$ cat config.mk
export PLATFORM = sky130hd
export DESIGN_NAME = turtle_pen_plotter_grid
export DESIGN_NICKNAME = d
export VERILOG_FILES = /design/src/design/tpg_pkg.sv /design/src/design/tpg_bitmap.sv /design/src/design/turtle_pen_plotter_grid.sv
export SDC_FILE = /design/constraint.sdc
export NUM_CORES = 1
export LEC_CHECK = 0
export ABC_AREA = 0
export BUFFER_PORTS_ARGS = -buffer_cell sky130_fd_sc_hd__buf_2
export CAP_MARGIN = 20
export CORE_ASPECT_RATIO = 0.7
export CORE_MARGIN = 4
export CORE_UTILIZATION = 41
export DETAILED_ROUTE_END_ITERATION = 8
export SLEW_MARGIN = 10
export SYNTH_ARGS = -nofsm -noshare
export SYNTH_HDL_FRONTEND = slang
export SYNTH_SLANG_ARGS = --single-unit
export TNS_END_PERCENT = 5
$ cat constraint.sdc
create_clock -name clk_i -period 4.09 [get_ports clk_i]
set_clock_uncertainty 0.15 [all_clocks]
set_input_delay 0.818 -clock clk_i [delete_from_list [all_inputs] [get_ports clk_i]]
set_output_delay 0.818 -clock clk_i [all_outputs]
set_load 0.01 [all_outputs]
$ cat src/design/tpg_pkg.sv
// Shared constants, field widths and command codes of the turtle plotter.
package tpg_pkg;

  localparam int unsigned GridSizeDef = 32;

  localparam int unsigned ModeW  = 3;
  localparam int unsigned DistW  = 6;
  localparam int unsigned CoordW = 5;
  localparam int unsigned HeadW  = 2;

  typedef enum logic [ModeW-1:0] {
    ModePenUp     = 3'd0,
    ModePenDown   = 3'd1,
    ModeTurnRight = 3'd2,
    ModeTurnLeft  = 3'd3,
    ModeAdvance   = 3'd4,
    ModeReadCell  = 3'd5
  } mode_e;

endpackage

$ cat src/design/tpg_bitmap.sv
// Row-organised bitmap memory with per-row valid bits and a registered read port.
module tpg_bitmap import tpg_pkg::*; #(
  parameter int unsigned GRID_SIZE = GridSizeDef,
  parameter int unsigned AddrW     = $clog2(GridSizeDef)
) (
  input  logic                 clk_i,
  input  logic                 rst_ni,
  input  logic                 rd_en_i,
  input  logic [AddrW-1:0]     rd_row_i,
  output logic [GRID_SIZE-1:0] rd_data_o,
  input  logic                 wr_en_i,
  input  logic [AddrW-1:0]     wr_row_i,
  input  logic [GRID_SIZE-1:0] wr_data_i
);

  logic [GRID_SIZE-1:0] mem_q [GRID_SIZE];
  logic [GRID_SIZE-1:0] row_vld_q;
  logic [GRID_SIZE-1:0] rd_data_q;
  logic                 rd_vld_q;

  // valid bits: cleared at reset, set on first write of a row
  always_ff @(posedge clk_i or negedge rst_ni) begin
    if (!rst_ni) begin
      row_vld_q <= '0;
      rd_vld_q  <= 1'b0;
    end else begin
      if (wr_en_i) begin
        row_vld_q[wr_row_i] <= 1'b1;
      end
      if (rd_en_i) begin
        rd_vld_q <= row_vld_q[rd_row_i];
      end
    end
  end

  always_ff @(posedge clk_i) begin
    if (wr_en_i) begin
      mem_q[wr_row_i] <= wr_data_i;
    end
    if (rd_en_i) begin
      rd_data_q <= mem_q[rd_row_i];
    end
  end

  // drop stale contents of rows not written since reset
  assign rd_data_o = rd_vld_q ? rd_data_q : '0;

endmodule

$ cat src/design/turtle_pen_plotter_grid.sv
// Top level of the turtle pen plotter: command sequencer around the bitmap memory.
//
// Usage: one request on the input channel (mode_i, distance_i, query_row_i,
// query_col_i) carries one command; each request yields exactly one result on
// the output channel (cell_marked_o, row_now_o, col_now_o, heading_now_o,
// pen_is_down_o, clipped_o). Both channels use valid/ready.
// Sequencing per command: pen up/down, turns, advance with pen up or zero
// distance, and unused modes go straight to the result; read cell does one
// bitmap read, and a query off the grid reads blank without one; advance with
// pen down along a row does one read-modify-write of one row; along a column
// it marks n cells, n <= GRID_SIZE, one row at a time.
// The bitmap memory has one read and one write port; a column advance streams
// one row per cycle, the read of the next row overlapping the write of the last.
// One command is processed at a time; in_ready_o is high while the sequencer idles.
// The result sits in an output register, so a new request is accepted while the
// last result still waits; a stalled receiver holds the next result in the
// sequencer until the output register frees.
// Reset: turtle at row 0, column 0, heading 0, pen up; every bitmap row reads
// blank through per-row valid bits, so no clearing pass is needed.
module turtle_pen_plotter_grid import tpg_pkg::*; #(
  parameter int unsigned GRID_SIZE = GridSizeDef
) (
  input  logic              clk_i,
  input  logic              rst_ni,
  input  logic              in_valid_i,
  output logic              in_ready_o,
  input  logic [ModeW-1:0]  mode_i,
  input  logic [DistW-1:0]  distance_i,
  input  logic [CoordW-1:0] query_row_i,
  input  logic [CoordW-1:0] query_col_i,
  output logic              out_valid_o,
  input  logic              out_ready_i,
  output logic              cell_marked_o,
  output logic [CoordW-1:0] row_now_o,
  output logic [CoordW-1:0] col_now_o,
  output logic [HeadW-1:0]  heading_now_o,
  output logic              pen_is_down_o,
  output logic              clipped_o
);

  // position width, and a signed width wide enough for position +/- distance
  localparam int unsigned PW = $clog2(GRID_SIZE);
  localparam int unsigned EW = ((PW > DistW) ? PW : DistW) + 2;
  localparam logic signed [EW-1:0] LastPos = EW'(GRID_SIZE - 1);
  localparam logic [EW-1:0]        GridLim = EW'(GRID_SIZE);

  typedef enum logic [2:0] {
    StIdle,
    StMarkRd,
    StMarkWr,
    StQryRd,
    StQryCap,
    StDone
  } state_e;

  state_e              state_q;
  logic [PW-1:0]       row_pos_q, col_pos_q;
  logic [HeadW-1:0]    heading_q;
  logic                pen_q;
  // marking walk: current row, final row, column span of the mask, direction
  logic [PW-1:0]       cur_q, end_q, lo_q, hi_q, qcol_q;
  logic                dec_q;
  logic                cell_q, clip_q;
  // output register
  logic                out_valid_q;
  logic                out_cell_q, out_pen_q, out_clip_q;
  logic [CoordW-1:0]   out_row_q, out_col_q;
  logic [HeadW-1:0]    out_head_q;

  logic                in_fire, out_free;
  logic                vert, dec, adv_clip, q_in_grid, mark_last;
  logic [PW-1:0]       axis_pos, new_axis, cur_next;
  logic signed [EW-1:0] axis_ext, step_ext, sum;
  logic [EW-1:0]       qrow_ext, qcol_ext, row_ext, col_ext;
  logic [GRID_SIZE-1:0] mask, rd_data, wr_data;
  logic                rd_en, wr_en;
  logic [PW-1:0]       rd_row;

  assign in_ready_o = (state_q == StIdle);
  assign in_fire    = in_valid_i && in_ready_o;
  assign out_free   = !out_valid_q || out_ready_i;

  // advance target: one axis moves by distance-1, saturating at the grid edge
  always_comb begin
    vert     = ~heading_q[0];
    dec      = heading_q[1];
    axis_pos = vert ? row_pos_q : col_pos_q;
    axis_ext = EW'(axis_pos);
    step_ext = EW'(distance_i) - EW'(1);
    sum      = dec ? (axis_ext - step_ext) : (axis_ext + step_ext);
    adv_clip = 1'b0;
    if (sum < 0) begin
      new_axis = '0;
      adv_clip = 1'b1;
    end else if (sum > LastPos) begin
      new_axis = LastPos[PW-1:0];
      adv_clip = 1'b1;
    end else begin
      new_axis = sum[PW-1:0];
    end
  end

  assign qrow_ext  = EW'(query_row_i);
  assign qcol_ext  = EW'(query_col_i);
  assign q_in_grid = (qrow_ext < GridLim) && (qcol_ext < GridLim);

  // cells of the current row to mark: columns lo..hi
  always_comb begin
    for (int j = 0; j < GRID_SIZE; j++) begin
      mask[j] = (j >= int'(lo_q)) && (j <= int'(hi_q));
    end
  end

  assign wr_data   = rd_data | mask;
  assign mark_last = (cur_q == end_q);
  assign cur_next  = dec_q ? (cur_q - PW'(1)) : (cur_q + PW'(1));

  // read the next row while writing back the current one
  assign rd_en  = (state_q == StMarkRd) || (state_q == StQryRd) ||
                  ((state_q == StMarkWr) && !mark_last);
  assign rd_row = (state_q == StMarkWr) ? cur_next : cur_q;
  assign wr_en  = (state_q == StMarkWr);

  tpg_bitmap #(
    .GRID_SIZE (GRID_SIZE),
    .AddrW     (PW)
  ) u_bitmap (
    .clk_i     (clk_i),
    .rst_ni    (rst_ni),
    .rd_en_i   (rd_en),
    .rd_row_i  (rd_row),
    .rd_data_o (rd_data),
    .wr_en_i   (wr_en),
    .wr_row_i  (cur_q),
    .wr_data_i (wr_data)
  );

  assign row_ext = EW'(row_pos_q);
  assign col_ext = EW'(col_pos_q);

  always_ff @(posedge clk_i or negedge rst_ni) begin
    if (!rst_ni) begin
      state_q     <= StIdle;
      row_pos_q   <= '0;
      col_pos_q   <= '0;
      heading_q   <= '0;
      pen_q       <= 1'b0;
      cur_q       <= '0;
      end_q       <= '0;
      lo_q        <= '0;
      hi_q        <= '0;
      qcol_q      <= '0;
      dec_q       <= 1'b0;
      cell_q      <= 1'b0;
      clip_q      <= 1'b0;
      out_valid_q <= 1'b0;
      out_cell_q  <= 1'b0;
      out_row_q   <= '0;
      out_col_q   <= '0;
      out_head_q  <= '0;
      out_pen_q   <= 1'b0;
      out_clip_q  <= 1'b0;
    end else begin
      // raise valid when a result moves in, drop it once the receiver takes it
      if ((state_q == StDone) && out_free) begin
        out_valid_q <= 1'b1;
      end else if (out_ready_i) begin
        out_valid_q <= 1'b0;
      end
      unique case (state_q)
        StIdle: begin
          if (in_fire) begin
            cell_q  <= 1'b0;
            clip_q  <= 1'b0;
            state_q <= StDone;
            unique case (mode_i)
              ModePenUp:     pen_q <= 1'b0;
              ModePenDown:   pen_q <= 1'b1;
              ModeTurnRight: heading_q <= heading_q + HeadW'(1);
              ModeTurnLeft:  heading_q <= heading_q - HeadW'(1);
              ModeAdvance: begin
                if (distance_i != '0) begin
                  clip_q <= adv_clip;
                  if (vert) begin
                    row_pos_q <= new_axis;
                  end else begin
                    col_pos_q <= new_axis;
                  end
                  if (pen_q) begin
                    state_q <= StMarkRd;
                    cur_q   <= row_pos_q;
                    dec_q   <= dec;
                    if (vert) begin
                      end_q <= new_axis;
                      lo_q  <= col_pos_q;
                      hi_q  <= col_pos_q;
                    end else begin
                      end_q <= row_pos_q;
                      lo_q  <= dec ? new_axis : col_pos_q;
                      hi_q  <= dec ? col_pos_q : new_axis;
                    end
                  end
                end
              end
              ModeReadCell: begin
                if (q_in_grid) begin
                  cur_q   <= qrow_ext[PW-1:0];
                  qcol_q  <= qcol_ext[PW-1:0];
                  state_q <= StQryRd;
                end
              end
              default: ;
            endcase
          end
        end
        StMarkRd: state_q <= StMarkWr;
        StMarkWr: begin
          if (mark_last) begin
            state_q <= StDone;
          end else begin
            cur_q <= cur_next;
          end
        end
        StQryRd: state_q <= StQryCap;
        StQryCap: begin
          cell_q  <= rd_data[qcol_q];
          state_q <= StDone;
        end
        StDone: begin
          // hold the result until the output register frees
          if (out_free) begin
            out_cell_q  <= cell_q;
            out_row_q   <= row_ext[CoordW-1:0];
            out_col_q   <= col_ext[CoordW-1:0];
            out_head_q  <= heading_q;
            out_pen_q   <= pen_q;
            out_clip_q  <= clip_q;
            state_q     <= StIdle;
          end
        end
        default: state_q <= StIdle;
      endcase
    end
  end

  assign out_valid_o   = out_valid_q;
  assign cell_marked_o = out_cell_q;
  assign row_now_o     = out_row_q;
  assign col_now_o     = out_col_q;
  assign heading_now_o = out_head_q;
  assign pen_is_down_o = out_pen_q;
  assign clipped_o     = out_clip_q;

endmodule
Yosys cells after proc, flatten, opt, wreduce, memory -nomap -nowiden
Memories as Yosys holds them, arrays and structs flattened. A register that Yosys moved wholly into a read port is not among the register bits. Index checks and enable logic that the tools add are counted.

Register bits after elaboration: 93. Memory bits (writable): 1024. Input port bits: 23. Output and inout bits: 17. Logic and storage cells: 225. Memories kept: 1.

Memory list: u_bitmap.mem_q (words 32, width 32, read ports 1, clocked after Yosys merged registers in 1, wr ports 1, line tpg_bitmap.sv:16) `logic [GRID_SIZE-1:0] mem_q [GRID_SIZE];`.

Add/sub/neg operators: 7. $lt $le $gt $ge: 70. Equality and inequality tests: 19. Multiplexer cells: 45. Bitwise gates (word level): 2. Reduce and logical (&&, ||, !) cells: 59.

Operators by type and width (count): <= comparator 5 bit, first input constant (16); >= comparator 5 bit, first input constant (15); two-way mux 5 bit (15); bitwise OR 32 bit (2); >= comparator 4 x 5 -> 1 bit, first input constant (8); <= comparator 4 x 5 -> 1 bit, first input constant (8); logical AND 1 bit (35); two-way mux 32 bit (1); less-than comparator 5 x 6 -> 1 bit, second input constant (5); >= comparator 3 x 5 -> 1 bit, first input constant (4); <= comparator 3 x 5 -> 1 bit, first input constant (4); case mux 5 bit (2 select lines) (2); two-way mux 3 bit (6); case mux 3 bit (6 select lines) (1); equality test 3 x 2 -> 1 bit, second input constant (4); equality test 3 bit, second input constant (4); two-way mux 1 bit (12); binary-select mux 1 bit (select 5 bit) (2); >= comparator 1 x 5 -> 1 bit, first input constant (2); >= comparator 2 x 5 -> 1 bit, first input constant (2); <= comparator 2 x 5 -> 1 bit, first input constant (2); AND reduction 5 bit (2); nonzero test 2 bit (5); inequality test 3 bit, second input constant (3); other kinds (29) (42).

Logic depth before layout (Yosys ltp)
Depth after elaboration: 8. Mapped depth: 17. Mapped depth without buffers: 15.

Modules after synthesis
Synthesis repeated with hierarchy kept, for this count alone.

Cells, all modules: 2181. Area, all modules: 45947.8 µm².

Modules (own cells, without submodules): tpg_bitmap (instances 1, cells an instance 1672, area an instance 41411.0 µm², seq. area each 32536.2 µm²); turtle_pen_plotter_grid (instances 1, cells an instance 509, area an instance 4536.9 µm², seq. area each 1501.4 µm²).

Least setup slack after synthesis
Ideal clock, no wire load.

Path type: in2reg. Start point: in distance_i[0]. End point: reg row_pos_q[3]. Setup time: 0.096 ns. Arrival time: 3.742 ns. Data required time: 3.844 ns. Setup slack: 0.103 ns. Cell stages on the path: 13. Path buffers: 1. Cell sequence: buf_2 > inv_1 > ha_1 > xnor2_1 > inv_1 > ha_1 > nor2b_1 > o31ai_1 > or4bb_1 > or3b_2 > a32oi_1 > a21oi_1 > o31ai_1.

Longest elaborated chain between the ends: 7. Elaborated cells between the ends (all ways): 11. Classes of those cells: add/sub (3); order compare (2); mux (4); reduce/logical (2).

RTL lines: from (decl) (line turtle_pen_plotter_grid.sv:28) `input logic [DistW-1:0] distance_i,`; subtractor 6 x 1 -> 7 bit (line turtle_pen_plotter_grid.sv:89) `step_ext = EW'(distance_i) - EW'(1);`; adder 6 x 7 -> 8 bit or subtractor 6 x 7 -> 8 bit (tied branches) (line turtle_pen_plotter_grid.sv:90) `sum = dec ? (axis_ext - step_ext) : (axis_ext + step_ext);`; two-way mux 8 bit (line turtle_pen_plotter_grid.sv:90); greater-than comparator 8 x 6 -> 1 bit (line turtle_pen_plotter_grid.sv:95) `end else if (sum > LastPos) begin`; two-way mux 5 bit (line turtle_pen_plotter_grid.sv:95); two-way mux 5 bit (line turtle_pen_plotter_grid.sv:92) `if (sum < 0) begin`; two-way mux 5 bit; to (signal assigned) (line turtle_pen_plotter_grid.sv:185) `row_pos_q <= new_axis;`; to (decl) (line turtle_pen_plotter_grid.sv:57) `logic [PW-1:0] row_pos_q, col_pos_q;`.

Several ways; a longest one is shown, not always the timed one. A chain may end at the register's enable or synchronous reset.

Worst setup path in the final report
Start point: reg state_q[1]. End point: reg u_bitmap.rd_data_q[4] (read register of u_bitmap.mem_q), data pin.

Longest elaborated chain between the ends: 3. Elaborated cells between the ends (all ways): 7. Classes of those cells: eq/ne (3); mux (1); reduce/logical (3).

RTL lines: from (decl) (line turtle_pen_plotter_grid.sv:56) `state_e state_q;`; from (signal assigned) (line turtle_pen_plotter_grid.sv:143) `state_q <= StIdle;`; from (signal assigned) (line turtle_pen_plotter_grid.sv:175) `state_q <= StDone;`; from (signal assigned) (line turtle_pen_plotter_grid.sv:190) `state_q <= StMarkRd;`; equality test 3 x 1 -> 1 bit, or another cell as far along (line turtle_pen_plotter_grid.sv:119) `assign rd_en = (state_q == StMarkRd) || (state_q == StQryRd) ||`; logical OR 1 bit or logical AND 1 bit (tied branches) (line turtle_pen_plotter_grid.sv:119, turtle_pen_plotter_grid.sv:120); logical OR 1 bit (line turtle_pen_plotter_grid.sv:119); to (decl) (line tpg_bitmap.sv:18) `logic [GRID_SIZE-1:0] rd_data_q;`.

Several ways; a longest one is shown, not always the timed one.

==> results.json <==
{
  "instances_no_fill": 4199,
  "ys_seq_area_share_pct": 73.8,
  "yosys_warnings": 0,
  "period_needed_ns": 3.84,
  "cp_num_cells": 8,
  "ys_types": 65,
  "area_growth_pct": 15.0,
  "crit_path_start_kind": "flop",
  "grt-ovfl-total": 0,
  "drv_cap": 0,
  "synth_area_per_cell_sq_um": 18.8,
  "final_area_sq_um": 53100,
  "drv_slew": 0,
  "placed_area_sq_um": 49400,
  "ff2ff_path_depth": 8,
  "grtUsageMet2_pct": 29.9,
  "drc": 0,
  "cts_resized": 0,
  "rsz0062_at_grt": "no",
  "setup_viol": 0,
  "initial_core_util_pct": 41.5,
  "cellLeakagePower_nw": 17.9,
  "cellPowerDensity_nw_per_um2": 705,
  "critPathMaxFanout": 42,
  "vias": 24700,
  "synth_common_cells": "edfxtp_1, nand2_1, mux4_2, dfrtp_1, nand3_1",
  "vias_per_cell": 5.89,
  "ys.flop_type": "edfxtp_1",
  "die_area_sq_um": 118000,
  "antennaDiodeCount": 0,
  "cp-endpoint": "u_bitmap.rd_data_q[4]",
  "startpoint": "state_q[1]",
  "die_h_um": 289,
  "grt_pass1_vias": 24500,
  "run_status": "finished clean",
  "hold_viol_final": 0,
  "min_from": "query_col_i[3]",
  "yosysTopAreaCellShare_pct": 68.8,
  "cts_hold_buffers": 0,
  "port_buffers": 39,
  "antenna_found_initial": 1,
  "drt_iter0_markers": 3079,
  "drive_gt1_share_pct": 26.8,
  "row_count": 102,
  "clockBufferDepth": 3,
  "ios": 40,
  "cts_tree": "done",
  "critPathArrivalTime_ns": 4.14,
  "grt_max_degree": 83,
  "r2r-start": "state_q[1]",
  "endpoint_kind": "flop",
  "fp.dieW_um": 409,
  "whs_ns": 0.224,
  "core_area_sq_um": 111000,
  "synth_area_sq_um": 46100,
  "first_pass_iters": 5,
  "path_clk_slew_ns": 0.07,
  "cpMaxStageDelayCell": "xnor2_2",
  "vdd_drop_max_mv": 0.359,
  "cts_setup_buffers": 0,
  "ant_nets": 0,
  "syn_nets": 2492,
  "cp_data_required_time_ns": 4.39,
  "crit_chain": "nor3b_4 > xnor2_2 > buf_4 > buf_12 > mux4_2 > mux2i_1 > a32oi_1 > and3_1",
  "fin_crit_sh_pct": 93.9,
  "ys_async_sr_fraction_pct": 8.09,
  "cts_made_buffers": 102,
  "synth_edf_count": 1056,
  "max_freq_mhz": 260,
  "num-nets-final": 2642,
  "crit_type": "flop to flop",
  "grt_pass1_wl_um": 176000,
  "clock-root-buffer": "clkbuf_16",
  "totalWireLength_um": 122000,
  "routedWlPerCell_um": 29.0,
  "clock_latency_ns": 0.72,
  "final_util_pct": 47.7,
  "slew_headroom_pct": 28.0,
  "timing.rr.end": "u_bitmap.rd_data_q[4]",
  "use_met3_pct": 4.32,
  "grt-busiest-layer": "met1",
  "hpwlAfterDp_um": 70100,
  "path_buf_inv": 2,
  "cts_htree_levels": 3,
  "dp.cells": 3999,
  "reg2reg_slack_ns": 0.25,
  "yosysTopAreaCell": "edfxtp_1",
  "synthMostInstantiatedCell": "edfxtp_1",
  "cts.sink_count": 1149,
  "max_stage_delay_ns": 0.83,
  "worstMarginPinSlew_ns": 1.07,
  "grt_util_met1_pct": 31.8,
  "hp-class": "input pin to flop",
  "synth_area_leaders": "edfxtp_1, mux4_2, dfrtp_1, nand2_1, mux2i_1",
  "gp_congestion": 0.890,
  "syn_inst": 2457,
  "critPathTopFamily": "multiplexers",
  "ys_ff_latch": 1149,
  "track_usage_pct": 20.5
}
[power breakdown]
group | internal, mW | switching (mW) | leakage, nW
clock network | 5.50 | 4.31 | 1.65
registers | 14.9 | 0.695 | 11.0
logic | 4.98 | 6.97 | 5.31
[per-stage QoR]
| stage | setup WS, ns | power, mW | TNS [ns] |
|---|---|---|---|
| after floorplan | 0.103 | 23.4 | 0 |
| after global placement | -0.289 | 27.4 | -5.70 |
| after detailed placement | -0.280 | 27.6 | -5.15 |
| after CTS | 0.311 | 37.4 | 0 |
| after global routing | 0.0466 | 39.0 | 0 |
| final | 0.250 | 37.4 | 0 |
[registers in the layout (all words and copies together) (netlist names), 5 cells and up]
| signal | cells |
|---|---|
| qcol_q | 5 |
| col_pos_q | 5 |
| u_bitmap.mem_q | 1024 |
| col_now_o | 5 |
| row_pos_q | 5 |
| hi_q | 5 |
| u_bitmap.rd_data_q | 32 |
| cur_q | 5 |
| lo_q | 5 |
| end_q | 5 |
| u_bitmap.row_vld_q | 32 |
| row_now_o | 5 |
[cells by family (layout without fill, tap and decap cells)]
logic type      after synthesis  after routing  synth area share (%)
mux                         355            355                  15.1
xor+xnor                     22             22                 0.488
buf+inv                     163            397                  1.74
simple gates                556            556                  5.46
fa+ha+maj                    12             12                 0.358
flops                      1149           1149                  73.8
compound gates              200            200                  3.09
[worst reg2reg max path, stage by stage (launching register included)]
cell     delay (ns)
dfrtp_1        0.51
nor3b_4        0.23
xnor2_2        0.83
buf_4          0.35
buf_12         0.33
mux4_2         0.62
mux2i_1        0.28
a32oi_1        0.09
and3_1         0.19
[final cells by class]
| type | instances | area, sq um |
|---|---|---|
| fillers | 9043 | 58100 |
| inverters | 21 | 78.8 |
| well taps | 1508 | 1890 |
| clock buffers | 132 | 2730 |
| clock inverters | 56 | 684 |
| multi-input cells | 1145 | 11600 |
| flip-flops and latches | 1149 | 34000 |
| repair buffers | 188 | 2010 |
[worst min-delay path by stage]
stage                                  end  slack [ns]  cells after the start
floorplan           u_bitmap.row_vld_q[19]        0.28                      1
global placement    u_bitmap.row_vld_q[18]        0.30                      1
detailed placement  u_bitmap.row_vld_q[26]        0.30                      1
CTS                             state_q[0]        0.15                      1
global route                     qcol_q[3]        0.19                      2
finish                           qcol_q[3]        0.22                      2
[layout by cell type (no fill, tap or decap), types with 15 or more instances in the layout]
| cell type | n |
|---|---|
| a21oi_1 | 30 |
| a32oi_1 | 34 |
| edfxtp_1 | 1056 |
| clkinv_1 | 15 |
| buf_4 | 94 |
| mux2_2 | 29 |
| nor2_4 | 34 |
| clkinv_2 | 19 |
| dfrtp_1 | 93 |
| nand2_1 | 284 |
| nor2_1 | 43 |
| buf_2 | 38 |
| o21ai_0 | 35 |
| and3_1 | 36 |
| mux2i_1 | 55 |
| clkbuf_1 | 25 |
| clkbuf_16 | 103 |
| o31ai_1 | 15 |
| inv_1 | 21 |
| or2_2 | 34 |
| nand3_1 | 79 |
| mux4_2 | 268 |
| buf_12 | 44 |
[per-layer routing]
layer	vias up	part of all wire, %
met4	0	2.4
met5	-	0
met1	13200	44
met3	191	9.5
met2	1210	44
li1	10200	-
No activity file was read; power rests on OpenSTA's default activity.
